--- src/hdl/pba_pkg.sv ---
// shared types and constants of the page bitmap allocator
`default_nettype none

package pba_pkg;

	localparam int MAP_BITS = 8;
	localparam int BIT_W    = 3;
	localparam int PAGE_W   = 16;
	localparam int COUNT_W  = 11;
	localparam int LIMIT_W  = 17;

	localparam logic [1:0] FUNC_CLAIM = 2'd0;
	localparam logic [1:0] FUNC_GET   = 2'd1;
	localparam logic [1:0] FUNC_FREE  = 2'd2;

	typedef struct packed {
		logic [1:0]         func;
		logic [PAGE_W-1:0]  page_index;
		logic [COUNT_W-1:0] page_count;
	} cmd_t;

	typedef struct packed {
		logic               ok;
		logic [PAGE_W-1:0]  found_page;
		logic [LIMIT_W-1:0] free_pages;
	} rsp_t;

	// one map row and the page window inside it
	typedef struct packed {
		logic [MAP_BITS-1:0] data;
		logic [BIT_W-1:0]    lo;
		logic [BIT_W:0]      hi;
	} row_req_t;

	typedef struct packed {
		logic [MAP_BITS-1:0] mask;
		logic                any_used;
		logic [BIT_W-1:0]    first_used;
		logic [BIT_W:0]      used_cnt;
	} row_res_t;

endpackage

`default_nettype wire

--- src/hdl/pba_row_unit.sv ---
// shared row unit: window mask, first used page and count of used pages in one row
`default_nettype none

module pba_row_unit (
	input  wire pba_pkg::row_req_t req,
	output pba_pkg::row_res_t      res
);

	logic [pba_pkg::MAP_BITS-1:0] mask;
	logic [pba_pkg::MAP_BITS-1:0] used;
	logic [pba_pkg::BIT_W-1:0]    first;
	logic [pba_pkg::BIT_W:0]      cnt;

	always_comb begin
		for (int i = 0; i < pba_pkg::MAP_BITS; i++) begin
			mask[i] = ((pba_pkg::BIT_W+1)'(i) >= {1'b0, req.lo}) &&
				((pba_pkg::BIT_W+1)'(i) < req.hi);
		end
		used = ~req.data & mask;
	end

	// lowest used page wins
	always_comb begin
		first = '0;
		for (int i = pba_pkg::MAP_BITS - 1; i >= 0; i--) begin
			if (used[i]) begin
				first = pba_pkg::BIT_W'(i);
			end
		end
	end

	always_comb begin
		cnt = '0;
		for (int i = 0; i < pba_pkg::MAP_BITS; i++) begin
			cnt = cnt + (pba_pkg::BIT_W+1)'(used[i]);
		end
	end

	assign res.mask       = mask;
	assign res.any_used   = |used;
	assign res.first_used = first;
	assign res.used_cnt   = cnt;

endmodule

`default_nettype wire

--- config.mk ---
export PLATFORM = sky130hd
export DESIGN_NAME = pba_row_unit
export DESIGN_NICKNAME = d
export VERILOG_FILES = /design/src/hdl/pba_pkg.sv /design/src/hdl/pba_row_unit.sv
export SDC_FILE = /design/constraint.sdc
export NUM_CORES = 1
export LEC_CHECK = 0
export BUFFER_PORTS_ARGS = -buffer_cell sky130_fd_sc_hd__buf_2
export CORE_MARGIN = 2
export CORE_UTILIZATION = 39
export DETAILED_ROUTE_END_ITERATION = 12
export GPL_ROUTABILITY_DRIVEN = 0
export PLACE_DENSITY = 0.85
export SLEW_MARGIN = 20
export SYNTH_ARGS = -nofsm -noshare
export SYNTH_HDL_FRONTEND = slang
export SYNTH_SLANG_ARGS = --single-unit
--- constraint.sdc ---
create_clock -name vclk -period 4.7
set_clock_uncertainty 0.2 [all_clocks]
set_input_delay 0.94 -clock vclk [all_inputs]
set_output_delay 0.94 -clock vclk [all_outputs]
set_load 0.1 [all_outputs]
Word level (Yosys, flattened, before mapping)
Cells that the tools add are included.
Word-level totals
  output and inout bits: 16
  bits in registers: 0
  input port bits: 15
  word-level logic and storage cells: 40
Operators by class
  add/subtract/negate cells: 7
  reduce and logical (&&, ||, !) cells: 8
  bitwise operators: 2
  muxes and demuxes: 8
  magnitude comparators: 15
Operators by type and width (number)
  $mux W3: 8
  $add A4 B1 Y4: 4
  $lt A3 B4 Y1 const A: 4
  $ge A3 B3 Y1 const A: 3
  $and A8 B8 Y8: 1
  $lt A1 B4 Y1 const A: 2
  $lt A2 B4 Y1 const A: 2
  $not A8 Y8: 1
  $reduce_or A8 Y1: 1
  $logic_and A1 B1 Y1: 7
  $ge A1 B3 Y1 const A: 2
  $ge A2 B3 Y1 const A: 2
  $add A3 B1 Y4: 1
  $add A2 B1 Y3: 1
  $add A1 B1 Y2: 1

Depth between registers and ports, before layout
Gate-level depths: netlist of run 1.
  depth in word-level cells: 11
  depth in mapped cells: 11
  gate-level depth less buffers: 10

Worst setup path before layout of run 1
No wires, ideal clock.
  kind: input-to-output
  start: input port req[5] in the netlist's numbering
  end: output port res[2] in the netlist's numbering
  setup slack: -1.731 ns
  data required time: 3.560 ns
  arrival: 5.291 ns
  path buffers: 1
  stages on the path: 10
  cell sequence: buf_6 -> or4_4 -> fa_1 -> fa_1 -> fa_1 -> inv_1 -> ha_1 -> inv_1 -> fa_1 -> xnor2_1
RTL lines
  start: declaration: line pba_row_unit.sv:5  | input wire pba_pkg::row_req_t req,
  end: declaration: line pba_row_unit.sv:6  | output pba_pkg::row_res_t res

==> out/metrics.cfg, run 1 <==
[final_layout]
antenna_cells=0
synthToLayoutAreaGrowth_pct=83.2
layout_common_cells=buf_4 (24), buf_2 (23), inv_1 (9)
seq_cells=0
layout-drive-gt1-share_pct=62.9
nClkBuffers=0
final_cell_area_um2=983
regArea_um2=0
fin_nets=141
layout_commonest_cell=buf_4
layout.cells.non_filler=131

[sta]
setup_slack_ns=-0.531
max-slew-margin-rel_pct=66.8
tightest_slew_ns=0.502
hold_violations=0
whs_ns=2.21
period_needed_ns=5.23
maxSlewViolCount=0
period_share_pct=111
finalSetupTns_ns=-1.35
setup_viol=4
rsz0062_at_grt=true
fmax_mhz=191

[yosys]
synthesis.area_um2=537
synth_top_family_by_area=simple AND/OR/NAND/NOR gates
synth_top_cell_area_share_pct=14.9
synth_area_leaders=fa_1 (15%), ha_1 (9.3%), inv_1 (8.4%)
synth_area_per_cell_um2=8.01
synth_simple_gate_area_share_pct=30.8
yosys_warnings=0
muxShareOfSynthArea_pct=0
syn-num-nets=90
synth_seq_area_share_pct=0
synth-compound-area-share_pct=27.3
synthDistinctLibCells=34
synth-xor-area-share_pct=1.63
yosys.area_share.adder_pct=24.2
yosysTopAreaCell=fa_1
synthCells=67

[critical_path]
crit_type=primary input to primary output
cp-end-kind=primary output
worstPathArrival_ns=4.09
crit_fanout=4
cp.required_ns=3.56
cp-start-kind=primary input

[floorplan]
die-area_um2=1690
pin_count=31
fp.dieH_um=41.1
die_w_um=41.1
initial_utilization_pct=41.3
coreArea_um2=1300
rows=13

[pwr]
p_per_area_nw_per_um2=269
swShare_pct=68.2
power_frac_comb_pct=100.0
internal-power_w=0.0000842
p_clk_share_pct=0
pwr-share-seq_pct=0
p_sw_w=0.000180
worst_ir_drop_vdd_mv=0.155
p_leak_nw=0.481

[grt]
first_global_vias=640
antenna_found_initial=0
grt.total_usage_pct=25.2
grt.overflow.total=0
grt_max_degree=7
grt_pass1_wl_mm=2.87

[route]
drt-initial-drc-count=21
met1_length_um=799
wirelength_mm=1.85
via_count=698
met3WireLength_um=49
top_layer_used=met4
ant_nets=0
wl_per_cell_um=14.2
firstDrtPassIters=4
viasPerCell=5.33
wl_met2_um=962
drcViolationCount=0

[placed_design]
dp_hpwl_mm=1.51
portBuffers=31
placed_cells=129
place_area_um2=910

[min_path]
whs_path_depth=4
hp-start=req[6]
hold_path_end=res[11]
hold_class=primary input to primary output

[flow_run]
maxCapViolations=0

[status]
outcome=finished with violations
violations=setup timing

==> through the flow <==
step / total power, W / util [%] / setup WS (ns)
CTS: 0.000260 / 75.4 / -0.522
floorplan: 0.000187 / - / -0.707
finish: 0.000264 / 75.6 / -0.531
detailed placement: 0.000252 / 69.9 / -0.587
global placement: 0.000247 / 69.9 / -0.541
global route: 0.000275 / 75.6 / -0.616
==> critical path, stage by stage <==
cell and delay, ns:
buf_8 0.10, or4_4 0.54, fa_1 0.52, fa_1 0.46, fa_2 0.48, inv_2 0.08, ha_4 0.13, inv_2 0.03
fa_2 0.54, clkinvlp_4 0.10, buf_12 0.17
==> worst max path at each step <==
stage	startpoint	to	slack, ns	cells after the start
3_5_place_dp	req[5]	res[1]	-0.59	12
5_1_grt	req[5]	res[1]	-0.62	11
3_3_place_gp	req[6]	res[1]	-0.54	12
2_1_floorplan	req[5]	res[2]	-0.71	10
6_report	req[5]	res[1]	-0.53	11
4_1_cts	req[5]	res[1]	-0.52	11
==> synth_stat cells (all sizes together) <==
library cell,instances
buf,4
ha,4
nor3,3
nand2b,3
nor2b,1
or3,1
fa,4
xnor2,1
a211oi,5
nor2,3
nor4,4
inv,12
a2111o,1
or4,1
o2111ai,1
o21ai,2
nand4,1
nand3,1
a31oi,2
a21oi,4
o21a,2
nand2,3
a21o,1
and3,1
a32oi,1
nand4bb,1
==> cell families after synthesis <==
logic type	after synthesis
AND/OR/NAND/NOR	23
AO/OA/AOI/OAI	19
adder cells (fa/ha/maj)	8
XOR/XNOR	1
buffers and inverters	16
==> what timing repair did <==
| item | 4_1_cts | 5_1_grt |
|---|---|---|
| buffers inserted | 2 | 0 |
| hold buffers | 0 | 0 |
| gates resized for setup | 15 | 1 |
| pin swaps | 2 | 1 |
| setup endpoints to repair | 4 | 4 |
==> power by group through the flow <==
stage	sequential, W	clock [W]	combinational [W]
after floorplan	0	0	0.000187
after global placement	0	0	0.000247
after detailed placement	0	0	0.000252
after CTS	0	0	0.000260
after global routing	0	0	0.000275
final	0	0	0.000264
==> final cells by class <==
class	instances	area, um^2
multi-input combinational	51	514
timing repair buffer	53	402
tap	15	18.8
inverter	12	48.8
fill	85	318
==> layer usage <==
metal,global-route usage (%),up-vias
li1,-,344
met1,32.6,325
met2,46.5,23
met3,0.543,6
met4,4.03,0
met5,0,-
No activity file was read; power rests on OpenSTA's default activity.
==> run 2: changes to the inputs <==
--- a/config.mk
+++ b/config.mk
@@ -6,11 +6,11 @@
 export NUM_CORES = 1
 export LEC_CHECK = 0
 export BUFFER_PORTS_ARGS = -buffer_cell sky130_fd_sc_hd__buf_2
-export CORE_MARGIN = 2
-export CORE_UTILIZATION = 39
+export CORE_AREA = 2 2 39 41
 export DETAILED_ROUTE_END_ITERATION = 12
+export DIE_AREA = 0 0 41 43
 export GPL_ROUTABILITY_DRIVEN = 0
-export PLACE_DENSITY = 0.85
+export PLACE_DENSITY = 0.87
 export SLEW_MARGIN = 20
 export SYNTH_ARGS = -nofsm -noshare
 export SYNTH_HDL_FRONTEND = slang
==> run 2 against run 1 <==
The run still ends with setup timing left. Cell count down 0.76%. Utilization down 4.2 points. Power down 1.1%. Die area up 4.4%. Largest power group unchanged.
==> out/metrics.cfg, run 2 (synthesis results as in run 1) <==
[grt]
grt_pass1_wl_mm=2.67
antenna_found_initial=0
grt_max_degree=10
grt.overflow.total=0
first_global_vias=683
grt.total_usage_pct=21.6

[route]
drt-initial-drc-count=10
ant_nets=0
drcViolationCount=0
wl_per_cell_um=13.4
firstDrtPassIters=4
viasPerCell=5.36
wirelength_mm=1.74
via_count=697

[sta]
tightest_slew_ns=0.487
maxSlewViolCount=0
setup_slack_ns=-0.536
hold_violations=0
fmax_mhz=191
rsz0062_at_grt=true
period_share_pct=111
setup_viol=4
period_needed_ns=5.24
max-slew-margin-rel_pct=67.8

[final_layout]
fin_nets=139
layout_common_cells=buf_2 (23), buf_4 (21), inv_1 (9)
layout_commonest_cell=buf_2
synthToLayoutAreaGrowth_pct=83.9
seq_cells=0
antenna_cells=0
regArea_um2=0
nClkBuffers=0
layout.cells.non_filler=130
layout-drive-gt1-share_pct=63.2

[floorplan]
coreArea_um2=1380
die_w_um=41
initial_utilization_pct=38.8
pin_count=31
fp.dieH_um=43
rows=14
die-area_um2=1760

[placed_design]
portBuffers=31
placed_cells=128
dp_hpwl_mm=1.51
post-place-ws_ns=-0.627

[clocking]
ctsHoldBuffers=0

[critical_path]
cp-end-kind=primary output
crit_chain=buf_8, or4_4, fa_1, fa_1, fa_2, inv_2, ha_4, inv_2, fa_2, clkinvlp_4, buf_12
cp-start-kind=primary input
slowest_delay_ns=0.54
crit_fanout=3
worstPathArrival_ns=4.10
crit_type=primary input to primary output
cp.required_ns=3.56
crit_buf_inv=5
cpMaxStageDelayCell=or4_4
crit_family=adder cells

[status]
outcome=finished with violations
violations=setup timing

[min_path]
whs_path_depth=4
hold_class=primary input to primary output
hold_path_end=res[11]
hp-start=req[6]

[pwr]
worst_ir_drop_vdd_mv=0.240
p_per_area_nw_per_um2=265
p_total_w=0.000262
p_leak_nw=0.475

[flow_run]
maxCapViolations=0

run 2: cell count changes in the layout (fill, tap and decap cells not counted):
| cell | before | now |
|---|---|---|
| or3_4 | 0 | 1 |
| buf_6 | 1 | 2 |
| or3_1 | 1 | 0 |
| buf_4 | 24 | 21 |
| nor4_4 | 1 | 2 |
| nor4_2 | 1 | 0 |
run 2: layout make-up:
type	instances	area (um^2)
Timing Repair Buffer	51	390
Inverter	12	48.8
Tap cell	16	20.0
Fill cell	101	397
Multi-Input combinational cell	51	528
run 2: power by group:
part	leakage, nW	internal [W]	switching, W
clock network	0	0	0
logic	0.475	0.0000835	0.000178
registers	0	0	0
run 2: per-layer routing:
layer	vias up	global-route usage [%]	part of all wire [%]
met5	-	0	0
met4	0	4.00	1.8
met3	4	2.09	6.0
met2	30	45.0	58
met1	321	19.7	34
li1	342	-	-
run 2: per-stage QoR:
step	utilization, %	setup TNS [ns]	hold WS (ns)	instance area, um^2
2_1_floorplan	-	-2.76	1.89	586
3_3_place_gp	64.7	-1.44	2.23	896
3_5_place_dp	64.7	-1.77	2.24	896
4_1_cts	70.0	-1.45	2.19	968
5_1_grt	71.3	-1.69	2.22	987
6_report	71.3	-1.46	2.20	987
run 2: worst max-delay path by stage:
stage          startpoint  endpoint  slack, ns  cells after the start
6_report           req[5]    res[1]      -0.54                     11
5_1_grt            req[5]    res[1]      -0.60                     11
4_1_cts            req[5]    res[1]      -0.54                     11
3_5_place_dp       req[5]    res[1]      -0.63                     12
3_3_place_gp       req[5]    res[1]      -0.55                     11
2_1_floorplan      req[5]    res[2]      -0.71                     10
run 2: repair_timing:
action | in CTS | in global routing
hold endpoints to repair | 0 | 0
endpoints found under the setup margin | 4 | 4
pin swaps | 2 | 1
buffers inserted | 2 | 0
resized for setup | 15 | 5
==> run 3: changes to the inputs <==
--- a/config.mk
+++ b/config.mk
@@ -5,13 +5,12 @@
 export SDC_FILE = /design/constraint.sdc
 export NUM_CORES = 1
 export LEC_CHECK = 0
-export BUFFER_PORTS_ARGS = -buffer_cell sky130_fd_sc_hd__buf_2
+export BUFFER_PORTS_ARGS = -buffer_cell sky130_fd_sc_hd__clkbuf_2
 export CORE_AREA = 2 2 39 41
 export DETAILED_ROUTE_END_ITERATION = 12
 export DIE_AREA = 0 0 41 43
 export GPL_ROUTABILITY_DRIVEN = 0
 export PLACE_DENSITY = 0.87
-export SLEW_MARGIN = 20
 export SYNTH_ARGS = -nofsm -noshare
 export SYNTH_HDL_FRONTEND = slang
 export SYNTH_SLANG_ARGS = --single-unit
==> constraint.sdc (replaced) <==
create_clock -name vclk -period 4.7
set_clock_uncertainty 0.2 [all_clocks]
set_input_delay 0.94 -clock vclk [all_inputs]
set_output_delay 0.94 -clock vclk [all_outputs]
set_load 0.01 [all_outputs]
==> run 3 against run 2 <==
The run still ends with setup timing left. Cell count is 1.5% lower. First-iteration DRC count is 80% lower. Worst setup slack better by 0.12 ns. Utilization is 7.6 points lower. Critical endpoint unchanged.
==> out/metrics.cfg, run 3 (synthesis results as in run 1) <==
[grt]
grt_pass1_wl_mm=2.38
grt.total_usage_pct=18.7
first_global_vias=614
use_met1_pct=18.7
grt.overflow.total=0
use_met3_pct=0
gr-max-usage-layer=met2
gr-usage-met2_pct=36.9
antenna_found_initial=0
grt_max_degree=9

[sta]
period_share_pct=109
max-slew-margin-rel_pct=77.5
period_needed_ns=5.12
fmax_mhz=195
tightest_slew_ns=0.335
setup_slack_ns=-0.415
rsz0062_at_grt=true
maxSlewViolCount=0
setup_viol=3
hold_violations=0

[route]
firstDrtPassIters=2
viasPerCell=5.24
via_count=671
ant_nets=0
wl_per_cell_um=12.0
drt-initial-drc-count=2
wirelength_mm=1.54
drcViolationCount=0

[final_layout]
layout.cells.non_filler=128
seq_cells=0
antenna_cells=0
final_cell_area_um2=882
synthToLayoutAreaGrowth_pct=64.3
regArea_um2=0
layout-drive-gt1-share_pct=60.7
layout_commonest_cell=clkbuf_2
nClkBuffers=0
layout_common_cells=clkbuf_2 (25), buf_4 (20), inv_1 (9)
fin_nets=137

[floorplan]
die-area_um2=1760
fp.dieH_um=43
rows=14
initial_utilization_pct=38.8
die_w_um=41
coreArea_um2=1380
pin_count=31

[critical_path]
cp-end-kind=primary output
cp-start-kind=primary input
cp.required_ns=3.56
crit_fanout=2
crit_type=primary input to primary output
worstPathArrival_ns=3.98

[status]
outcome=finished with violations
violations=setup timing

[placed_design]
placed_cells=127
place_area_um2=820
dp_hpwl_mm=1.30
portBuffers=31

[min_path]
hold_class=primary input to primary output

[pwr]
worst_ir_drop_vdd_mv=0.0918
p_per_area_nw_per_um2=124
p_leak_nw=0.454

[flow_run]
maxCapViolations=0

-- run 3: final timing paths --
| check | from | endpoint | cells after the start |
|---|---|---|---|
| hold / removal | req[5] | res[9] | 3 |
| setup / recovery | req[8] | res[1] | 11 |
-- run 3: layout make-up --
cell class                 instances  area (um^2)
fill                             127          502
timing repair buffer              49          318
multi-input combinational         51          497
tap                               16         20.0
inverter                          12         47.5
-- run 3: per-layer routing --
layer	part of all wire, %	wire (um)
met5	0	0
met4	3.8	59
met3	6.0	93
met2	53	813
met1	37	575
-- run 3: report_power, final --
part,total [W],internal (W),switching [W]
logic,0.000109,0.0000531,0.0000563
registers,0,0,0
clock network,0,0,0
total,0.000109,0.0000531,0.0000563
-- run 3: through the flow --
| step | util [%] | total power [W] | TNS [ns] | setup WS [ns] | hold WS, ns |
|---|---|---|---|---|---|
| after floorplan | - | 0.0000595 | -0.534 | -0.269 | 1.73 |
| after global placement | 59.2 | 0.0000952 | -0.900 | -0.439 | 2.03 |
| after detailed placement | 59.2 | 0.0000980 | -1.04 | -0.466 | 2.04 |
| after CTS | 61.6 | 0.000106 | -1.02 | -0.432 | 2.04 |
| after global routing | 63.7 | 0.000122 | -1.21 | -0.496 | 1.97 |
| final | 63.7 | 0.000109 | -0.971 | -0.415 | 1.96 |
-- run 3: critical path: stages --
cell and delay [ns]:
buf_6 0.09, or4_4 0.54, fa_1 0.46, fa_1 0.54, fa_2 0.46, inv_2 0.08, ha_4 0.14, inv_4 0.03
fa_2 0.55, inv_2 0.03, clkbuf_2 0.11
-- run 3: what timing repair did --
action,in CTS,in global routing
pin swaps,2,2
endpoints found under the hold margin,0,0
hold buffers,0,0
buffers inserted,1,0
endpoints found under the setup margin,4,4
cloned,0,0
resized for setup,6,13
